**config.mk**
```make
export PLATFORM = sky130hd
export DESIGN_NAME = binary_pattern_flippability_score
export DESIGN_NICKNAME = d
export VERILOG_FILES = /design/src/design/bpfs_pkg.sv /design/src/design/binary_pattern_flippability_score.sv /design/src/design/bpfs_count.sv /design/src/design/bpfs_rules.sv
export SDC_FILE = /design/constraint.sdc
export NUM_CORES = 1
export LEC_CHECK = 0
export ABC_AREA = 1
export BUFFER_PORTS_ARGS = -buffer_cell sky130_fd_sc_hd__buf_2
export CAP_MARGIN = 5
export CORE_MARGIN = 2
export CORE_UTILIZATION = 25
export CTS_CLUSTER_DIAMETER = 150
export DETAILED_ROUTE_END_ITERATION = 10
export HOLD_SLACK_MARGIN = 0.02
export PLACE_DENSITY_LB_ADDON = 0.12
export SYNTH_ARGS = -nofsm -noshare
export SYNTH_HDL_FRONTEND = slang
export SYNTH_SLANG_ARGS = --single-unit
```
**constraint.sdc**
```tcl
create_clock -name clk -period 3.8 [get_ports clk]
set_clock_uncertainty 0.05 [all_clocks]
set_input_delay 0.38 -clock clk [delete_from_list [all_inputs] [get_ports clk]]
set_output_delay 0.38 -clock clk [all_outputs]
set_load 0.005 [all_outputs]
```
**src/design/bpfs_pkg.sv**
```systemverilog
// ----------------------------------------------------------------------------
// bpfs_pkg
// Shared constants and types for the binary pattern flippability score block.
// ----------------------------------------------------------------------------
package bpfs_pkg;

    localparam int WINDOW_SIDE = 3;
    localparam int NPIX        = WINDOW_SIDE * WINDOW_SIDE;
    localparam int CENTRE      = (WINDOW_SIDE / 2) * WINDOW_SIDE + (WINDOW_SIDE / 2);

    // Every pixel except the center, i.e. the outer ring of the window.
    localparam logic [NPIX-1:0] RING_MASK = ~(NPIX'(1) << CENTRE);

    localparam logic [3:0] SCORE_BASE = 4'd4;
    localparam logic [2:0] DIAG_LOW   = 3'd3;

    // Transition counts in the four directions.
    typedef struct packed {
        logic [2:0] h;
        logic [2:0] v;
        logic [2:0] d;
        logic [2:0] a;
    } trans_t;

    // Terms of the Euler relation for one color: clusters = vtx + faces - edges.
    typedef struct packed {
        logic [3:0] vtx;
        logic [3:0] edges;
        logic [2:0] faces;
    } clus_part_t;

    typedef struct packed {
        trans_t     trans;
        clus_part_t col0;
        clus_part_t col1;
    } count_t;

    // Rule conditions, evaluated one stage ahead of the score.
    typedef struct packed {
        logic zero_score;
        logic diag_zero;
        logic diag_low;
        logic same;
        logic rougher;
        logic conn_change;
    } flags_t;

endpackage

```
**src/design/binary_pattern_flippability_score.sv**
```systemverilog
// ----------------------------------------------------------------------------
// binary_pattern_flippability_score
// Flippability score in eighths of a 3x3 binary pattern, four-stage pipeline.
// ----------------------------------------------------------------------------
// done follows an accepted request through the input, counts, rule-flag and score registers.
// Throughput: one request per cycle; the four register stages (input, counts,
// rule flags, score) each hold one pattern, so busy is always low.
// Reset clears the valid bit of every stage; payload registers are not reset.
// The result is shown for one cycle with done; the receiver cannot stall it.
module binary_pattern_flippability_score
    import bpfs_pkg::*;
(
    input  logic            clk,
    input  logic            rst_n,
    input  logic            start,
    output logic            busy,
    input  logic [NPIX-1:0] pattern_bits,
    output logic            done,
    output logic [2:0]      score_eighths
);

    logic            s1_valid_reg;
    logic            s1_valid_next;
    logic            s2_valid_reg;
    logic            s3_valid_reg;
    logic            done_reg;
    logic [NPIX-1:0] pattern_reg;
    count_t          cnt_p;
    count_t          cnt_f;

    assign busy          = 1'b0;
    assign s1_valid_next = start && !busy;

    always_ff @(posedge clk or negedge rst_n)
    begin
        if (!rst_n)
        begin
            s1_valid_reg <= 1'b0;
            s2_valid_reg <= 1'b0;
            s3_valid_reg <= 1'b0;
            done_reg     <= 1'b0;
        end
        else
        begin
            s1_valid_reg <= s1_valid_next;
            s2_valid_reg <= s1_valid_reg;
            s3_valid_reg <= s2_valid_reg;
            done_reg     <= s3_valid_reg;
        end
    end

    always_ff @(posedge clk)
    begin
        if (s1_valid_next)
        begin
            pattern_reg <= pattern_bits;
        end
    end

    bpfs_count u_count_p
    (
        .clk     (clk),
        .pattern (pattern_reg),
        .counts  (cnt_p)
    );

    // Same pattern with the center pixel inverted.
    bpfs_count u_count_f
    (
        .clk     (clk),
        .pattern (pattern_reg ^ (NPIX'(1) << CENTRE)),
        .counts  (cnt_f)
    );

    bpfs_rules u_rules
    (
        .clk   (clk),
        .cnt_p (cnt_p),
        .cnt_f (cnt_f),
        .score (score_eighths)
    );

    assign done = done_reg;

    a_done_follows_request: assert property (@(posedge clk) disable iff (!rst_n)
        done |-> $past(s3_valid_reg))
        else $error("done without a request in the rule stage");

    a_request_reaches_output: assert property (@(posedge clk) disable iff (!rst_n)
        s1_valid_reg |=> ##2 done)
        else $error("accepted request did not produce a result");

    a_score_range: assert property (@(posedge clk) disable iff (!rst_n)
        done |-> (score_eighths <= 3'd6))
        else $error("score out of range");

    a_never_busy: assert property (@(posedge clk) disable iff (!rst_n)
        !busy)
        else $error("pipeline reported busy");

endmodule

```
**src/design/bpfs_count.sv**
```systemverilog
// ----------------------------------------------------------------------------
// bpfs_count
// Transition counts and cluster terms of one 3x3 pattern, registered.
// ----------------------------------------------------------------------------
module bpfs_count
    import bpfs_pkg::*;
(
    input  logic            clk,
    input  logic [NPIX-1:0] pattern,
    output count_t          counts
);

    count_t counts_reg;
    count_t counts_next;

    // Clusters of one color: a planar grid graph has V - E + F components,
    // where the bounded faces are full 2x2 squares and the ring around a
    // center of the other color.
    function automatic clus_part_t part(input logic [NPIX-1:0] m);
        clus_part_t res;
        int         r;
        int         c;
        res.vtx   = 4'd0;
        res.edges = 4'd0;
        res.faces = 3'd0;
        for (r = 0; r < NPIX; r++)
        begin
            res.vtx = res.vtx + 4'(m[r]);
        end
        for (r = 0; r < WINDOW_SIDE; r++)
        begin
            for (c = 0; c + 1 < WINDOW_SIDE; c++)
            begin
                res.edges = res.edges
                    + 4'(m[r*WINDOW_SIDE+c] & m[r*WINDOW_SIDE+c+1])
                    + 4'(m[c*WINDOW_SIDE+r] & m[(c+1)*WINDOW_SIDE+r]);
            end
        end
        for (r = 0; r + 1 < WINDOW_SIDE; r++)
        begin
            for (c = 0; c + 1 < WINDOW_SIDE; c++)
            begin
                res.faces = res.faces + 3'(m[r*WINDOW_SIDE+c] & m[r*WINDOW_SIDE+c+1]
                    & m[(r+1)*WINDOW_SIDE+c] & m[(r+1)*WINDOW_SIDE+c+1]);
            end
        end
        res.faces = res.faces + 3'(((m & RING_MASK) == RING_MASK) && !m[CENTRE]);
        return res;
    endfunction

    always_comb
    begin
        int r;
        int c;
        counts_next.trans = '0;
        for (r = 0; r < WINDOW_SIDE; r++)
        begin
            for (c = 0; c + 1 < WINDOW_SIDE; c++)
            begin
                counts_next.trans.h = counts_next.trans.h
                    + 3'(pattern[r*WINDOW_SIDE+c] ^ pattern[r*WINDOW_SIDE+c+1]);
                counts_next.trans.v = counts_next.trans.v
                    + 3'(pattern[c*WINDOW_SIDE+r] ^ pattern[(c+1)*WINDOW_SIDE+r]);
            end
        end
        for (r = 0; r + 1 < WINDOW_SIDE; r++)
        begin
            for (c = 0; c + 1 < WINDOW_SIDE; c++)
            begin
                counts_next.trans.d = counts_next.trans.d
                    + 3'(pattern[r*WINDOW_SIDE+c] ^ pattern[(r+1)*WINDOW_SIDE+c+1]);
                counts_next.trans.a = counts_next.trans.a
                    + 3'(pattern[(r+1)*WINDOW_SIDE+c] ^ pattern[r*WINDOW_SIDE+c+1]);
            end
        end
        counts_next.col0 = part(~pattern);
        counts_next.col1 = part(pattern);
    end

    always_ff @(posedge clk)
    begin
        counts_reg <= counts_next;
    end

    assign counts = counts_reg;

endmodule

```
**src/design/bpfs_rules.sv**
```systemverilog
// ----------------------------------------------------------------------------
// bpfs_rules
// Rule conditions from both sets of counts, then the score in eighths.
// ----------------------------------------------------------------------------
module bpfs_rules
    import bpfs_pkg::*;
(
    input  logic       clk,
    input  count_t     cnt_p,
    input  count_t     cnt_f,
    output logic [2:0] score
);

    flags_t     flags_reg;
    flags_t     flags_next;
    logic [2:0] score_reg;
    logic [2:0] score_next;

    function automatic logic [2:0] clusters(input clus_part_t x);
        return 3'(4'(x.vtx + 4'(x.faces)) - x.edges);
    endfunction

    function automatic logic [4:0] total(input trans_t t);
        return 5'(t.h) + 5'(t.v) + 5'(t.d) + 5'(t.a);
    endfunction

    always_comb
    begin
        trans_t t;
        trans_t tf;
        t  = cnt_p.trans;
        tf = cnt_f.trans;
        flags_next.zero_score = (total(t) == 5'd0) || (total(tf) == 5'd0)
                             || (t.h == 3'd0) || (t.v == 3'd0);
        flags_next.diag_zero  = (t.d == 3'd0) || (t.a == 3'd0);
        flags_next.diag_low   = (t.d < DIAG_LOW) && (t.a < DIAG_LOW);
        flags_next.same       = (t == tf);
        flags_next.rougher    = (t.h < tf.h) || (t.v < tf.v) || (t.d < tf.d) || (t.a < tf.a);
        flags_next.conn_change = (clusters(cnt_p.col0) != clusters(cnt_f.col0))
                              || (clusters(cnt_p.col1) != clusters(cnt_f.col1));
    end

    always_comb
    begin
        logic [3:0] plus;
        logic [3:0] minus;
        plus  = SCORE_BASE;
        minus = 4'd0;
        if (flags_reg.diag_zero)
        begin
            minus = minus + 4'd2;
        end
        else if (flags_reg.diag_low)
        begin
            minus = minus + 4'd1;
        end
        if (flags_reg.same)
        begin
            plus = plus + 4'd2;
        end
        else if (flags_reg.rougher)
        begin
            minus = minus + 4'd1;
        end
        if (flags_reg.conn_change)
        begin
            minus = minus + 4'd1;
        end
        // The penalties never exceed the base, so the difference stays in 0..6.
        score_next = flags_reg.zero_score ? 3'd0 : 3'(plus - minus);
    end

    always_ff @(posedge clk)
    begin
        flags_reg <= flags_next;
        score_reg <= score_next;
    end

    assign score = score_reg;

endmodule
```
### Word-level counts from Yosys, hierarchy flattened

Cells that the tools add are included.

* add/subtract/negate cells: 133
* order comparisons: 6
* eq/ne operators: 6
* muxes and demuxes: 6
* bitwise logic cells: 116
* reduce and logical (&&, ||, !) cells: 22

Operators with widths (count)
* adder 3 bit: 83
* adder 3 x 1 -> 3 bit: 34
* AND 3 x 1 -> 3 bit: 31
* AND 1 bit: 54
* XOR 1 bit: 28
* == test 8 bit (second input constant): 3
* adder 5 x 3 -> 5 bit: 4
* NOT 9 bit: 2
* subtractor 3 bit: 5
* == test 12 bit: 1
* zero test 3 bit: 4
* < comparator 3 bit: 4
* zero test 5 bit: 2
* 2-to-1 mux 3 bit: 3
* adder 3 x 3 -> 4 bit: 2
* logical OR 1 bit: 8
* adder 1 x 1 -> 2 bit: 3
* < comparator 3 x 2 -> 1 bit (second input constant): 2
* != test 3 bit: 2
* logical AND 1 bit: 5
* 2-to-1 mux 2 bit: 2
* adder 2 x 1 -> 3 bit (second input constant): 1
* adder 3 x 1 -> 3 bit (second input constant): 1
* zero test 1 bit: 3
* other kinds (2): 2

* register bits after elaboration: 82
* input bits: 12
* word-level logic and storage cells: 321

### Longest topological paths before layout

* word-level depth: 14
* mapped depth: 16
* mapped depth without buffers: 16

### By module

Synthesis repeated with hierarchy kept, for this count alone.

* cell total of the unflattened synthesis: 660
* area total of the unflattened synthesis: 6931.6 um2

Modules (own cells, without submodules)
* bpfs_count (u_count_p): times used 1, cells each 218, area each 2453.6 um2, sequential area each 680.7 um2
* bpfs_count (u_count_f): times used 1, cells each 216, area each 2409.8 um2, sequential area each 680.7 um2
* bpfs_rules: times used 1, cells each 210, area each 1682.9 um2, sequential area each 180.2 um2
* binary_pattern_flippability_score: times used 1, cells each 16, area each 385.4 um2, sequential area each 370.4 um2

### Worst setup path before layout

OpenSTA, ideal clock, no wires.

* path kind: register to register
* from: register pattern_reg[4]
* to: register u_count_p.counts_reg, in the netlist u_count_p.counts[16]
* arrival: 4065 ps
* required time: 3632 ps
* setup slack: -433 ps
* stages on the path, launching flop included: 14
* buffers on the path: 0
* clock period less this slack: 4233 ps
* cell sequence: edfxtp_1 inv_1 ha_1 inv_1 fa_1 inv_1 fa_1 fa_1 inv_1 fa_1 inv_1 ha_1 fa_1 xnor2_1

RTL lines
* from (decl): RTL line binary_pattern_flippability_score.sv:27 `logic [NPIX-1:0] pattern_reg;`
* from (signal assigned): RTL line binary_pattern_flippability_score.sv:56 `pattern_reg <= pattern_bits;`
* to (signal assigned): RTL line bpfs_count.sv:82 `counts_reg <= counts_next;`
* to (decl): RTL line bpfs_count.sv:13 `count_t counts_reg;`

==> summary.md <==
| Metric | Value |
|---|---|
| Register bit total from synthesis | `82` |
| Total via count after detailed routing | `3742` |
| Result of the run | `completed` |
| Number of cells on the worst hold path | `1` |
| Top library cells by usage in the layout, fill and taps aside | `sky130_fd_sc_hd__inv_1, sky130_fd_sc_hd__ha_1, sky130_fd_sc_hd__fa_1` |
| HPWL after detailed placement | `10.90 mm` |
| Count of TritonRoute iterations in the first routing pass | `4` |
| CP Class | `reg -> reg` |
| Cell type with the highest aggregate area in the netlist | `sky130_fd_sc_hd__fa_1` |
| Pwr/cell area | `787.6 mW/mm2` |
| Total Die Area | `0.02613 mm2` |
| Leakage power total | `3.622 nW` |
| Area added between synthesis and finish | `16.25%` |
| Area contributors post-synth | `sky130_fd_sc_hd__fa_1, sky130_fd_sc_hd__dfxtp_1, sky130_fd_sc_hd__ha_1` |
| Max-cap violation count | `0` |
| Clock period minus worst slack | `3.749 ns` |
| Hold Worst Slack | `0.1531 ns` |
| Proportion of layout cells with a drive suffix above 1 | `12.10%` |
| Final Total Pwr | `5.688 mW` |
| Horizontal die dimension | `161.6 um` |
| Post-route core utilization | `29.61%` |
| Syn nets | `791` |
| Core area | `0.02439 mm2` |
| Post-Synthesis Cells | `603` |
| Slowest cell delay on critical path | `0.58 ns` |
| Post-synth top area share | `27.71%` |
| Number of buffers created by CTS | `9` |
| Share of the yosys chip area belonging to registers | `28.20%` |
| Global-route wire length before repair | `21.09 mm` |
| Detailed-route wire length per cell | `12.86 um` |
| Critical Path Fanout Max | `4` |
| Clock transition at the register clock pins on the worst setup and hold paths after CTS | `0.07 ns` |
| Top cell by count, worst path | `sky130_fd_sc_hd__fa_1` |
| Area of the mapped netlist | `0.006212 mm2` |
| Number of DRC violations after detailed-routing iteration 0 | `90` |
| Crit-path slowest cell | `sky130_fd_sc_hd__fa_1` |
| Placer Congestion | `0.7652` |
| Leading cell type in the layout, fill and taps excluded | `sky130_fd_sc_hd__inv_1` |
| Share of the clock period used by the worst path | `98.67%` |
| Post-route non-filler standard cell count | `977` |
| Number of nets with antenna violations after routing | `0` |
| CTS tree | `built` |
| Number of global-route vias before repair | `4094` |
| Startpoint of the worst setup timing path | `pattern_reg[5]$_DFFE_PP_` |
| Post-place setup slack | `0.03668 ns` |
| Chip height | `161.6 um` |
| Timing-limited maximum frequency | `266.7 MHz` |
| Cell chosen for the clock root | `sky130_fd_sc_hd__clkbuf_16` |
| Area post-placement | `0.006874 mm2` |
| Routed via count divided by cell count | `3.830` |
| Cell-by-cell trace of the critical path | `clkinvlp_4 -> ha_4 -> inv_2 -> fa_1 -> inv_2 -> fa_1 -> fa_1 -> inv_1 -> fa_1 -> inv_1 -> ha_2 -> fa_2 -> xnor2_1` |
| Buffers from clock root to sink, at most | `2` |
| Clock H-tree levels | `3` |
| Worst-case reg-to-reg path depth | `13` |
| Setup violations, final | `0` |
| Reg-to-Reg Start | `pattern_reg[5]$_DFFE_PP_` |
| WL final | `12.57 mm` |
| Count of warnings emitted by yosys | `0` |
| Setup repair after global routing missed its margin | `yes` |
| Number of library cell types mapped by synthesis | `31` |
| Row count | `57` |
| Antenna fix cells | `0` |
| Total GRT Usage | `10.56%` |
| Port Buffer Count | `15` |
| Post-layout worst setup margin | `0.05062 ns` |
| CTS Sinks | `82` |
| Endpoint type of the worst setup path | `register` |
| Worst IR Drop VDD | `0.0002853 V` |
| Antenna violations before repair | `0` |
| Slew Limit Fails | `0` |
| Mapped Avg Cell Area | `10.30 um2` |
| Final std cell area, no fill | `0.007222 mm2` |
| Number of hold violations in the final report | `0` |
| Number of fillers in the final layout | `2551` |
| Class of the tightest hold or removal check | `in -> reg` |
| Residual DRC | `0` |
| CP Launch Type | `register` |
| Setup_tns | `0 ns` |
| Initial core utilization | `25.47%` |
| Capture point of the worst reg-to-reg path | `u_count_p.counts[16]$_DFF_P_` |
| Clock latency on the worst-skew pair | `0.35 ns` |
| CP Data Arrival Time | `3.92 ns` |
| Maximum number of pins on one net before global-route repair | `15` |
| Total grt overflow | `0` |
| IO Pins | `17` |
| R2R setup slack | `0.05 ns` |
| Cell class contributing the biggest share of worst-path delay | `adder cells` |
| Placed Instances | `957` |
| Final net count | `836` |
| Critical path buffer and inverter count | `5` |
| Endpoint of the worst hold-timing path | `pattern_reg[6]$_DFFE_PP_` |
| Min-delay src | `pattern_bits[6]` |
| Data required time at the worst endpoint | `3.97 ns` |
==> timing repair <==
item,4_1_cts,5_1_grt
gates resized for setup,0,1
hold buffers,1,0
setup endpoints to repair,0,5
setup buffers,0,3
endpoints found under the hold margin,4,0
==> power by group <==
| group | internal [mW] | switching, mW | total (mW) |
|---|---|---|---|
| Sequential | 1.21 | 0.201 | 1.41 |
| Combinational | 1.47 | 1.89 | 3.36 |
| Clock | 0.552 | 0.366 | 0.918 |
==> metal layers <==
metal / vias to the layer above / routed length (um) / GRT usage, %
met5: - / 0 / 0
met4: 0 / 177 / 3.741
met3: 13 / 216 / 1.618
met2: 31 / 5778 / 16.88
met1: 1826 / 6395 / 14.56
li1: 1872 / - / -
==> kinds of logic after synthesis <==
logic type,Yosys count,share of synthesized area [%]
other,1,0.06037
AND/OR/NAND/NOR,105,7.674
buffers and inverters,184,11.26
multiplexers,1,0.1813
flip-flops,82,28.20
adder cells (fa/ha/maj),176,45.84
AO/OA/AOI/OAI,16,1.430
XOR/XNOR,38,5.358
==> synthesized netlist by cell type, drive strengths merged <==
master	number
nand2	48
nor3	14
or3	1
o21ai	4
a221oi	1
dfrtp	4
xnor2	25
clkbuf	1
o31ai	1
conb	1
o21a	1
dfxtp	69
edfxtp	9
buf	4
nor4	1
a21oi	9
nor2	18
nand3b	2
fa	86
inv	179
mux2	1
nand3	16
nand4	5
xor2	13
ha	90
==> area by class of cell <==
class	instances	area, um2	share of cell area (%)
Clock inverter	4	58.81	0.8143
Inverter	179	683.2	9.459
Clock buffer	12	256.5	3.552
Sequential cell	82	1752	24.26
Multi-Input combinational cell	337	3809	52.74
Tap cell	324	405.4	5.613
Timing Repair Buffer	39	257.7	3.569
==> worst max-delay path by stage <==
| stage | end | cells past startpoint |
|---|---|---|
| after floorplan | u_count_p.counts[16]$_DFF_P_ | 13 |
| after global placement | u_count_p.counts[16]$_DFF_P_ | 13 |
| after detailed placement | u_count_p.counts[16]$_DFF_P_ | 13 |
| after CTS | u_count_p.counts[16]$_DFF_P_ | 13 |
| after global routing | u_count_p.counts[16]$_DFF_P_ | 13 |
| final | u_count_p.counts[16]$_DFF_P_ | 13 |
==> worst register-to-register path, delay by kind of cell (launching register included) <==
kind	cells	cell delay [ns]
fa+ha+maj	7	2.69
flops	1	0.42
buf+inv	5	0.35
xor+xnor	1	0.12
Power figures use the tool's default switching activity.
